[config.mk]
export PLATFORM = sky130hd
export DESIGN_NAME = even_palindrome_mode_char_unit
export DESIGN_NICKNAME = d
export VERILOG_FILES = /design/src/epmc_pkg.sv /design/src/epmc_hist.sv /design/src/even_palindrome_mode_char_unit.sv
export SDC_FILE = /design/constraint.sdc
export NUM_CORES = 2
export LEC_CHECK = 0
export BUFFER_PORTS_ARGS = -buffer_cell sky130_fd_sc_hd__buf_2
export CAP_MARGIN = 15
export CORE_ASPECT_RATIO = 1.2
export CORE_UTILIZATION = 60
export DETAILED_ROUTE_END_ITERATION = 8
export PLACE_DENSITY = 0.76
export SLEW_MARGIN = 10
export SYNTH_ARGS = -nofsm -noshare
export SYNTH_HDL_FRONTEND = slang
export SYNTH_SLANG_ARGS = --single-unit
export TNS_END_PERCENT = 1
[constraint.sdc]
create_clock -name clk -period 27.2 [get_ports clk]
set_clock_uncertainty 0.1 [all_clocks]
set_input_delay 6.8 -clock clk [delete_from_list [all_inputs] [get_ports clk]]
set_output_delay 6.8 -clock clk [all_outputs]
set_load 0.01 [all_outputs]
[src/epmc_pkg.sv]
// Shared types and constants for the palindrome / mode-byte unit
package epmc_pkg;

  localparam int unsigned NUM_VALS = 256;
  localparam logic [7:0]  VAL_LAST = 8'hFF;
  localparam logic [7:0]  CNT_MAX  = 8'hFF;

  typedef enum logic [6:0] {
    ST_CLEAR = 7'b0000001,
    ST_IDLE  = 7'b0000010,
    ST_HWR   = 7'b0000100,
    ST_PAL   = 7'b0001000,
    ST_SCAN  = 7'b0010000,
    ST_SFIN  = 7'b0100000,
    ST_DONE  = 7'b1000000
  } state_t;

  typedef struct packed {
    logic [7:0] raddr;
    logic [7:0] waddr;
    logic       inc;
    logic       zero;
    logic       scan;
    logic       scan_start;
  } hist_ctl_t;

endpackage

[src/epmc_hist.sv]
// Byte-value histogram: saturating increment, clearing scan and mode tracking
module epmc_hist import epmc_pkg::*; (
  input  logic       clk,
  input  hist_ctl_t  ctl,
  output logic [7:0] mode_char
);

  logic [7:0] cnt_mem [0:NUM_VALS-1];
  logic [7:0] rdata_r;
  logic [7:0] best_r;
  logic [7:0] best_cnt_r;
  logic [7:0] inc_val;

  assign inc_val = (rdata_r == CNT_MAX) ? CNT_MAX : rdata_r + 8'd1;

  always_ff @(posedge clk) begin
    if (ctl.inc) begin
      cnt_mem[ctl.waddr] <= inc_val;
    end else if (ctl.zero) begin
      cnt_mem[ctl.waddr] <= '0;
    end
  end

  always_ff @(posedge clk) begin
    rdata_r <= cnt_mem[ctl.raddr];
  end

  // strict compare keeps the smaller byte value on a tie
  always_ff @(posedge clk) begin
    if (ctl.scan_start) begin
      best_r     <= '0;
      best_cnt_r <= '0;
    end else if (ctl.scan && (rdata_r > best_cnt_r)) begin
      best_r     <= ctl.waddr;
      best_cnt_r <= rdata_r;
    end
  end

  assign mode_char = best_r;

endmodule

[src/even_palindrome_mode_char_unit.sv]
// Top level: even-length palindrome test with most frequent byte per string
//
//  channel | ports                                   | beat
//  --------+-----------------------------------------+------------------------------
//  in      | in_valid in_ready in_char in_last_char  | one byte, flag on final byte
//  out     | out_valid out_ready out_qualifies        | one result per string
//          | out_mode_char out_str_len out_too_long  |
//
// Each byte: histogram read in ST_IDLE, then write back in ST_HWR (one read and one write port).
// At string end: a mirror compare on the buffer's two read ports, a pass scanning and
// clearing the 256-entry histogram, then the result is loaded.
// After reset a clearing pass runs over the 256-entry histogram; in_ready is low.
// A finished result waits in the output register while the next string loads.
module even_palindrome_mode_char_unit import epmc_pkg::*; #(
  parameter int unsigned MAX_LEN = 128
) (
  input  logic       clk,
  input  logic       rst_n,
  input  logic       in_valid,
  output logic       in_ready,
  input  logic [7:0] in_char,
  input  logic       in_last_char,
  output logic       out_valid,
  input  logic       out_ready,
  output logic       out_qualifies,
  output logic [7:0] out_mode_char,
  output logic [7:0] out_str_len,
  output logic       out_too_long
);

  localparam int unsigned AW = $clog2(MAX_LEN);
  localparam int unsigned LW = $clog2(MAX_LEN + 1);

  state_t          state_r, state_nxt;
  logic [LW-1:0]   len_r;
  logic            ovf_r;
  logic [7:0]      byte_r;
  logic            stored_r;
  logic            last_r;
  logic [AW-1:0]   idx_r;
  logic [7:0]      cnt_r;
  logic [7:0]      ra_r;
  logic            rv_r;
  logic            cmp_vld_r;
  logic            mism_r;
  logic [7:0]      b0_r, b1_r;
  logic [7:0]      cbuf_mem [0:MAX_LEN-1];
  logic            out_valid_r;
  logic            out_qualifies_r;
  logic [7:0]      out_mode_char_r;
  logic [7:0]      out_str_len_r;
  logic            out_too_long_r;

  logic            accept;
  logic            room;
  logic [LW-1:0]   half;
  logic            pal_more;
  logic [LW-1:0]   jdx;
  logic            out_free;
  logic [7:0]      mode_char;
  hist_ctl_t       hctl;

  assign in_ready = (state_r == ST_IDLE);
  assign accept   = in_valid && in_ready;
  assign room     = (len_r < LW'(MAX_LEN));
  assign half     = len_r >> 1;
  assign pal_more = (LW'(idx_r) < half);
  assign jdx      = len_r - LW'(1) - LW'(idx_r);
  assign out_free = !out_valid_r || out_ready;

  always_comb begin
    state_nxt = state_r;
    unique case (state_r)
      ST_CLEAR: if (cnt_r == VAL_LAST) state_nxt = ST_IDLE;
      ST_IDLE:  if (accept) state_nxt = ST_HWR;
      ST_HWR:   state_nxt = last_r ? ST_PAL : ST_IDLE;
      ST_PAL:   if (!pal_more) state_nxt = ST_SCAN;
      ST_SCAN:  if (cnt_r == VAL_LAST) state_nxt = ST_SFIN;
      ST_SFIN:  state_nxt = ST_DONE;
      ST_DONE:  if (out_free) state_nxt = ST_IDLE;
      default:  state_nxt = ST_CLEAR;
    endcase
  end

  always_comb begin
    hctl.raddr      = (state_r == ST_SCAN) ? cnt_r : in_char;
    hctl.inc        = (state_r == ST_HWR) && stored_r;
    hctl.zero       = (state_r == ST_CLEAR) || rv_r;
    hctl.scan       = rv_r;
    hctl.scan_start = (state_r == ST_PAL) && !pal_more;
    if (state_r == ST_CLEAR) begin
      hctl.waddr = cnt_r;
    end else if (rv_r) begin
      hctl.waddr = ra_r;
    end else begin
      hctl.waddr = byte_r;
    end
  end

  epmc_hist u_hist (
    .clk       (clk),
    .ctl       (hctl),
    .mode_char (mode_char)
  );

  always_ff @(posedge clk) begin
    if (!rst_n) begin
      state_r     <= ST_CLEAR;
      cnt_r       <= '0;
      len_r       <= '0;
      ovf_r       <= 1'b0;
      idx_r       <= '0;
      rv_r        <= 1'b0;
      cmp_vld_r   <= 1'b0;
      mism_r      <= 1'b0;
      out_valid_r <= 1'b0;
    end else begin
      state_r   <= state_nxt;
      rv_r      <= (state_r == ST_SCAN);
      cmp_vld_r <= (state_r == ST_PAL) && pal_more;

      if ((state_r == ST_CLEAR) || (state_r == ST_SCAN)) begin
        cnt_r <= cnt_r + 8'd1;
      end else if ((state_r == ST_PAL) && !pal_more) begin
        cnt_r <= '0;
      end

      if (accept) begin
        if (room) begin
          len_r <= len_r + LW'(1);
        end else begin
          ovf_r <= 1'b1;
        end
      end else if ((state_r == ST_DONE) && out_free) begin
        len_r <= '0;
        ovf_r <= 1'b0;
      end

      if ((state_r == ST_HWR) && last_r) begin
        idx_r  <= '0;
        mism_r <= 1'b0;
      end else begin
        if ((state_r == ST_PAL) && pal_more) begin
          idx_r <= idx_r + AW'(1);
        end
        if (cmp_vld_r && (b0_r != b1_r)) begin
          mism_r <= 1'b1;
        end
      end

      if ((state_r == ST_DONE) && out_free) begin
        out_valid_r <= 1'b1;
      end else if (out_ready) begin
        out_valid_r <= 1'b0;
      end
    end
  end

  always_ff @(posedge clk) begin
    ra_r <= cnt_r;
    if (accept) begin
      byte_r   <= in_char;
      stored_r <= room;
      last_r   <= in_last_char;
    end
    if ((state_r == ST_DONE) && out_free) begin
      out_qualifies_r <= !ovf_r && !len_r[0] && !mism_r;
      out_mode_char_r <= mode_char;
      out_str_len_r   <= 8'(len_r);
      out_too_long_r  <= ovf_r;
    end
  end

  // string buffer: one write port, two registered read ports
  always_ff @(posedge clk) begin
    if (accept && room) begin
      cbuf_mem[len_r[AW-1:0]] <= in_char;
    end
    b0_r <= cbuf_mem[idx_r];
    b1_r <= cbuf_mem[jdx[AW-1:0]];
  end

  assign out_valid     = out_valid_r;
  assign out_qualifies = out_qualifies_r;
  assign out_mode_char = out_mode_char_r;
  assign out_str_len   = out_str_len_r;
  assign out_too_long  = out_too_long_r;

endmodule

Word-level counts from Yosys, hierarchy flattened --
Memory sizes are Yosys's and may differ from the RTL's. A register that Yosys moved wholly into a read port is not among the register bits. Index checks and enable logic that the tools add are counted.
Cells by class: add/sub/neg operators 6, order comparisons 3, equal/unequal tests 17, mux-type cells 29, bitwise logic cells 2, reductions and logical operators 26
Operators with widths (count):
- 8-bit 2-to-1 mux | 10
- 7-bit one-hot mux with 7 select lines | 1
- 7-bit 2-to-1 mux | 5
- 8-bit by 1-bit adder with 8-bit output, second input constant | 3
- 8-bit equality test, second input constant | 2
- 1-bit 2-to-1 mux | 12
- 1-bit logical AND | 11
- 2-bit inequality test, second input constant | 5
- 8-bit > comparator | 1
- 8-bit < comparator, second input constant | 1
- 8-bit inequality test | 1
- 7-bit by 1-bit adder with 7-bit output, second input constant | 1
- 7-bit by 1-bit equality test with 1-bit output, second input constant | 1
- 7-bit by 2-bit equality test with 1-bit output, second input constant | 1
- 7-bit by 3-bit equality test with 1-bit output, second input constant | 1
- 7-bit by 4-bit equality test with 1-bit output, second input constant | 1
- 7-bit by 5-bit equality test with 1-bit output, second input constant | 1
- 7-bit by 6-bit equality test with 1-bit output, second input constant | 1
- 7-bit equality test, second input constant | 1
- 7-bit < comparator | 1
- 7-bit by 1-bit subtractor with 7-bit output, second input constant | 1
- 7-bit subtractor | 1
- 2-bit nonzero test | 3
- 1-bit zero test | 5
- 8 further kinds | 12
Storage, ports and cells: flip-flop bits (word level) 87, bits in writable memories 3072, input bits 13, output and inout bits 20, logic and storage cells 104, memories kept 2
Memories:
- u_hist.cnt_mem | words 256, bits a word 8, read ports 1, clocked after Yosys merged registers in 1, write ports 1, RTL line epmc_hist.sv:8 | logic [7:0] cnt_mem [0:NUM_VALS-1];
- cbuf_mem | words 128, bits a word 8, read ports 2, clocked after Yosys merged registers in 2, write ports 1, RTL line even_palindrome_mode_char_unit.sv:47 | logic [7:0] cbuf_mem [0:MAX_LEN-1];

Logic depth before layout (Yosys ltp) --
depth after elaboration 6, mapped depth 16, gate-level depth less buffers 12

By module --
From an unflattened synthesis, not the netlist that was laid out.
Unflattened totals: cell total of the unflattened synthesis 6573, area, all modules 131982.8 um^2
By module, submodules not included:
- epmc_hist | times used 1, cells an instance 3874, area an instance 80488.4 um^2, sequential area each 61979.4 um^2
- even_palindrome_mode_char_unit | times used 1, cells an instance 2699, area an instance 51494.4 um^2, sequential area each 32771.4 um^2

Least setup slack after synthesis --
OpenSTA, ideal clock, no wires.
path type register -> register, start register state_r[1], end memory u_hist.cnt_mem[0][6] (data pin), library setup time 2100 ps, arrival time 11046 ps, data required time 25000 ps, path slack 13953 ps, stages on the path, launching flop included 7, path buffers 1, clock period less this slack 13247 ps, cell sequence dfxtp_1 buf_2 nor3_1 nand2_1 nor3b_1 a21oi_1 nor3_1
On the way: cells in the longest elaborated chain, start to end 6, elaborated cells on any way between the ends 8, classes of those cells eq/ne: 2; mux: 4; reduce/logical: 2
Ends and longest elaborated chain:
- start, declared | RTL line even_palindrome_mode_char_unit.sv:34 | state_t state_r, state_nxt;
- start signal, assigned | RTL line even_palindrome_mode_char_unit.sv:118 | state_r <= state_nxt;
- 7-bit by 1-bit equality test with 1-bit output | RTL line even_palindrome_mode_char_unit.sv:88 | hctl.zero = (state_r == ST_CLEAR) || rv_r;
- 1-bit logical OR | RTL line even_palindrome_mode_char_unit.sv:88
- 1-bit 2-to-1 mux | RTL line epmc_hist.sv:19 | end else if (ctl.zero) begin
- 1-bit 2-to-1 mux (*) | RTL line epmc_hist.sv:17 | if (ctl.inc) begin
- 1-bit 2-to-1 mux (implied by the code) (*) | RTL line epmc_hist.sv:20 | cnt_mem[ctl.waddr] <= '0;
- 8-bit 2-to-1 mux (no line) (*)
- end, declared | RTL line epmc_hist.sv:8
Every way passes the cells marked *; elsewhere a longest branch is shown, timed or not.

Final worst setup path --
start input port in_char[0], end register u_hist.rdata_r[1], read port of u_hist.cnt_mem
On the way: cells in the longest elaborated chain, start to end 1
Ends and longest elaborated chain:
- start, declared | RTL line even_palindrome_mode_char_unit.sv:21 | input logic [7:0] in_char,
- 8-bit 2-to-1 mux | RTL line even_palindrome_mode_char_unit.sv:86 | hctl.raddr = (state_r == ST_SCAN) ? cnt_r : in_char;
- end, declared | RTL line epmc_hist.sv:9 | logic [7:0] rdata_r;
No other way between the ends. A chain may end at the register's enable or synchronous reset.

==> flow_metrics.env <==
export IMPL_nets=7945
export IMPL_gp_congestion=0.907
export IMPL_rsz0062_at_grt="no"
export IMPL_whs_ns=0.332
export IMPL_synth_top_area_cell="edfxtp_1"
export IMPL_grt_pass1_wl_um=514000
export IMPL_cts_buffer_depth=4
export IMPL_grt_start_max_net_pins=229
export IMPL_pwr_density_cell_nw_per_um2=80.7
export IMPL_worstMarginPinSlew_ns=1.44
export IMPL_drc=0
export IMPL_first_iter_violations=10960
export IMPL_ys_top_cells_by_area="edfxtp_1, mux4_2, mux2i_1"
export IMPL_cts_resized=0
export IMPL_finalSetupTns_ns=0
export IMPL_ir_drop_v=0.000102
export IMPL_dr_pass1_iters=8
export IMPL_post_place_ws_ns=14.36
export IMPL_fmax_mhz=84.4
export IMPL_syn_to_final_growth_pct=9.84
export IMPL_grt_pass1_vias=74592
export IMPL_synthArstFlopShare_pct=0
export IMPL_crit_fanout=154
export IMPL_routed_via_density=6.88
export IMPL_wl_per_cell_um=32.3
export IMPL_cts_tree="built"
export IMPL_period_share_pct=43.5
export IMPL_p_leak_nw=47.0
export IMPL_max_slew_margin_rel_pct=4.25
export IMPL_cp_startpoint="in_char[0]"
export IMPL_placed_area_um2=136000
export IMPL_synth_cells=7948
export IMPL_dieHeight_um=517
export IMPL_drive_above_1_share_pct=16.8
export IMPL_synth_simple_area_share_pct=7.31
export IMPL_cp_start_kind="input pin"
export IMPL_num_vias=76213
export IMPL_ios=33
export IMPL_status="completed"
export IMPL_drv_cap=0
export IMPL_cts_root_buf="clkbuf_16"
export IMPL_setup_viol=0
export IMPL_synth_avg_cell_area_um2=16.7
export IMPL_hold_start="u_hist.mode_char[4]"
export IMPL_rr_startpoint="state_r[4]"
export IMPL_hp_class="flop to flop"
export IMPL_worstSetupPathType="input pin to flop"
export IMPL_core_rowCount=188
export IMPL_arrival_ns=12.59
export IMPL_reg2reg_slack_ns=20.27
export IMPL_place_port_buffers=32
export IMPL_period_needed_ns=11.84
export IMPL_end_kind="flop"
export IMPL_clock_sinks=3183
export IMPL_die_w_um=431
export IMPL_syn_area_um2=133000
export IMPL_clk_pin_slew_ns=0.06
export IMPL_synth_main_ff_cell="edfxtp_1"
export IMPL_yosys_warnings=0
export IMPL_post_cts_buffers=0
export IMPL_antenna_found_initial=9
export IMPL_synth_xor_area_share_pct=0.172
export IMPL_synthAdderAreaFrac_pct=0.242
export IMPL_cts_hold_buf=0
export IMPL_report_final_slew_viol_count=0
export IMPL_dieArea_um2=223000
export IMPL_numCtsBuffers=316
export IMPL_ys_types=77
export IMPL_core_um2=219000
export IMPL_setup_slack_ns=15.36
export IMPL_htreeDepth=5
export IMPL_yosysTopAreaCellShare_pct=70.2
export IMPL_overflow=0
export IMPL_ys_ff_latch=3183
export IMPL_fillCellCount=13974
export IMPL_hold_viol_final=0
export IMPL_synth_nets=7986
export IMPL_grt_usage_pct=32.1
export IMPL_ant_nets=0
export IMPL_dpl_hpwl_um=216000
export IMPL_synth_compound_area_share_pct=3.42
export IMPL_start_util_pct=60.5
export IMPL_synth_top_family_by_area="multiplexers"
export IMPL_design_area_um2=146000
export IMPL_insertion_delay_ns=0.97
export IMPL_synth_yosys_seq_area_share_pct=71.5
export IMPL_register_area_um2=94800
export IMPL_wl_um=359000
export IMPL_synth_area_mux_share_pct=15.5
export IMPL_critPathRequiredTime_ns=27.95
export IMPL_multi_input_comb_area_um2=35800
export IMPL_synth_edf_count=3100
==> report_power, final <==
part           internal, W  total, W  switching, W
combinational     0.000265   0.00147       0.00120
clock              0.00243   0.00424       0.00181
sequential         0.00599   0.00604     0.0000456
total              0.00869    0.0117       0.00306
==> cell families (layout without fill, tap and decap cells) <==
family	after synthesis	after routing
buffers and inverters	549	737
other	0	4
AND/OR/NAND/NOR	2253	2253
AO/OA/AOI/OAI	720	720
adder cells (fa/ha/maj)	25	25
flip-flops	3183	3183
multiplexers	1192	1192
XOR/XNOR	26	26
==> path summary, 6_finish.rpt <==
path                       endpoint  depth (start not counted)
setup / recovery  u_hist.rdata_r[1]                         15
setup reg to reg  u_hist.rdata_r[1]                         14
hold / removal     out_mode_char[4]                          0
hold reg to reg    out_mode_char[4]                          0
==> state kept, by name, indices dropped and copies added (netlist names), 7 cells and up <==
name               flops
out_str_len            8
byte_r                 8
b0_r                   8
idx_r                  7
b1_r                   8
ra_r                   8
u_hist.best_cnt_r      8
u_hist.rdata_r         8
out_mode_char          8
cbuf_mem            1024
u_hist.mode_char       8
state_r                7
cnt_r                  8
u_hist.cnt_mem      2048
len_r                  8
==> layout by cell type (no fill, tap or decap), drive strengths merged, types with 13 or more instances in the layout <==
cell type  Yosys  routed
xor2          13      13
edfxtp      3100    3100
nand2       1137    1137
clkbuf       280     407
a32oi         38      38
nand4        124     124
o22ai        171     171
o21ai        150     150
a21oi        116     116
buf          234     155
nor3          29      29
a22oi         14      14
dfxtp         83      83
nor4          36      36
nand2b        14      14
ha            24      24
nand3        364     364
mux2i        492     492
bufinv         0      23
a222oi        19      19
a31oi        135     135
mux4         691     691
clkinv         2     102
inv           33      40
xnor2         13      13
nor2         483     483
o211ai        13      13
==> cells in the mapped netlist (10+ instances only) <==
cell type,number
nand3_1,364
nor3_1,28
a21o_1,10
nand2_1,1133
ha_1,24
and3_1,10
a31oi_1,135
mux2i_1,492
dfxtp_1,83
nor4_1,30
edfxtp_1,3100
nand4_1,124
o22ai_1,171
buf_4,38
o211ai_1,13
xor2_1,13
buf_6,12
nand2b_1,14
buf_2,114
o21a_1,10
clkbuf_1,280
nor2_1,481
a22oi_1,14
buf_1,70
a32oi_1,38
xnor2_1,13
o21ai_1,11
o21ai_0,137
mux4_2,691
inv_1,32
a222oi_1,19
a21oi_1,115
==> metrics by stage <==
stage | util [%] | power, W | instances
global route | 66.5 | 0.0120 | 11083
detailed placement | 62.0 | 0.00755 | 10531
finish | 66.5 | 0.0117 | 11085
floorplan | - | 0.00708 | 7948
global placement | 62.0 | 0.00750 | 10529
CTS | 66.4 | 0.0117 | 11078
==> worst max-delay path, cell delays in order <==
cell and delay [ns]:
buf_4 0.17, inv_1 0.12, a21oi_2 0.09, nor2_4 0.18
buf_12 0.41, buf_4 0.73, buf_4 0.77, buf_12 0.58
buf_4 0.82, mux2i_1 0.34, a222oi_1 0.17, a22oi_1 0.47
nand3_1 0.24, nor2_1 0.40, nor4_2 0.09
==> layout make-up <==
cell class	count	share of cell area, %
well taps	2945	2.53
inverters	35	0.0920
flip-flops and latches	3183	65.1
multi-input cells	4216	24.6
repair buffers	155	0.919
clock buffers	407	5.88
diodes	4	0.00688
clock inverters	140	0.867
==> layer usage <==
metal  vias up  routed length, µm  track usage, %
li1      31397                  -               -
met1     38498             119000            39.6
met2      5195             175000            52.3
met3      1115              35500            5.71
met4         8              28400            21.9
met5         -                 53               0
(Power assumes the default switching activity.)
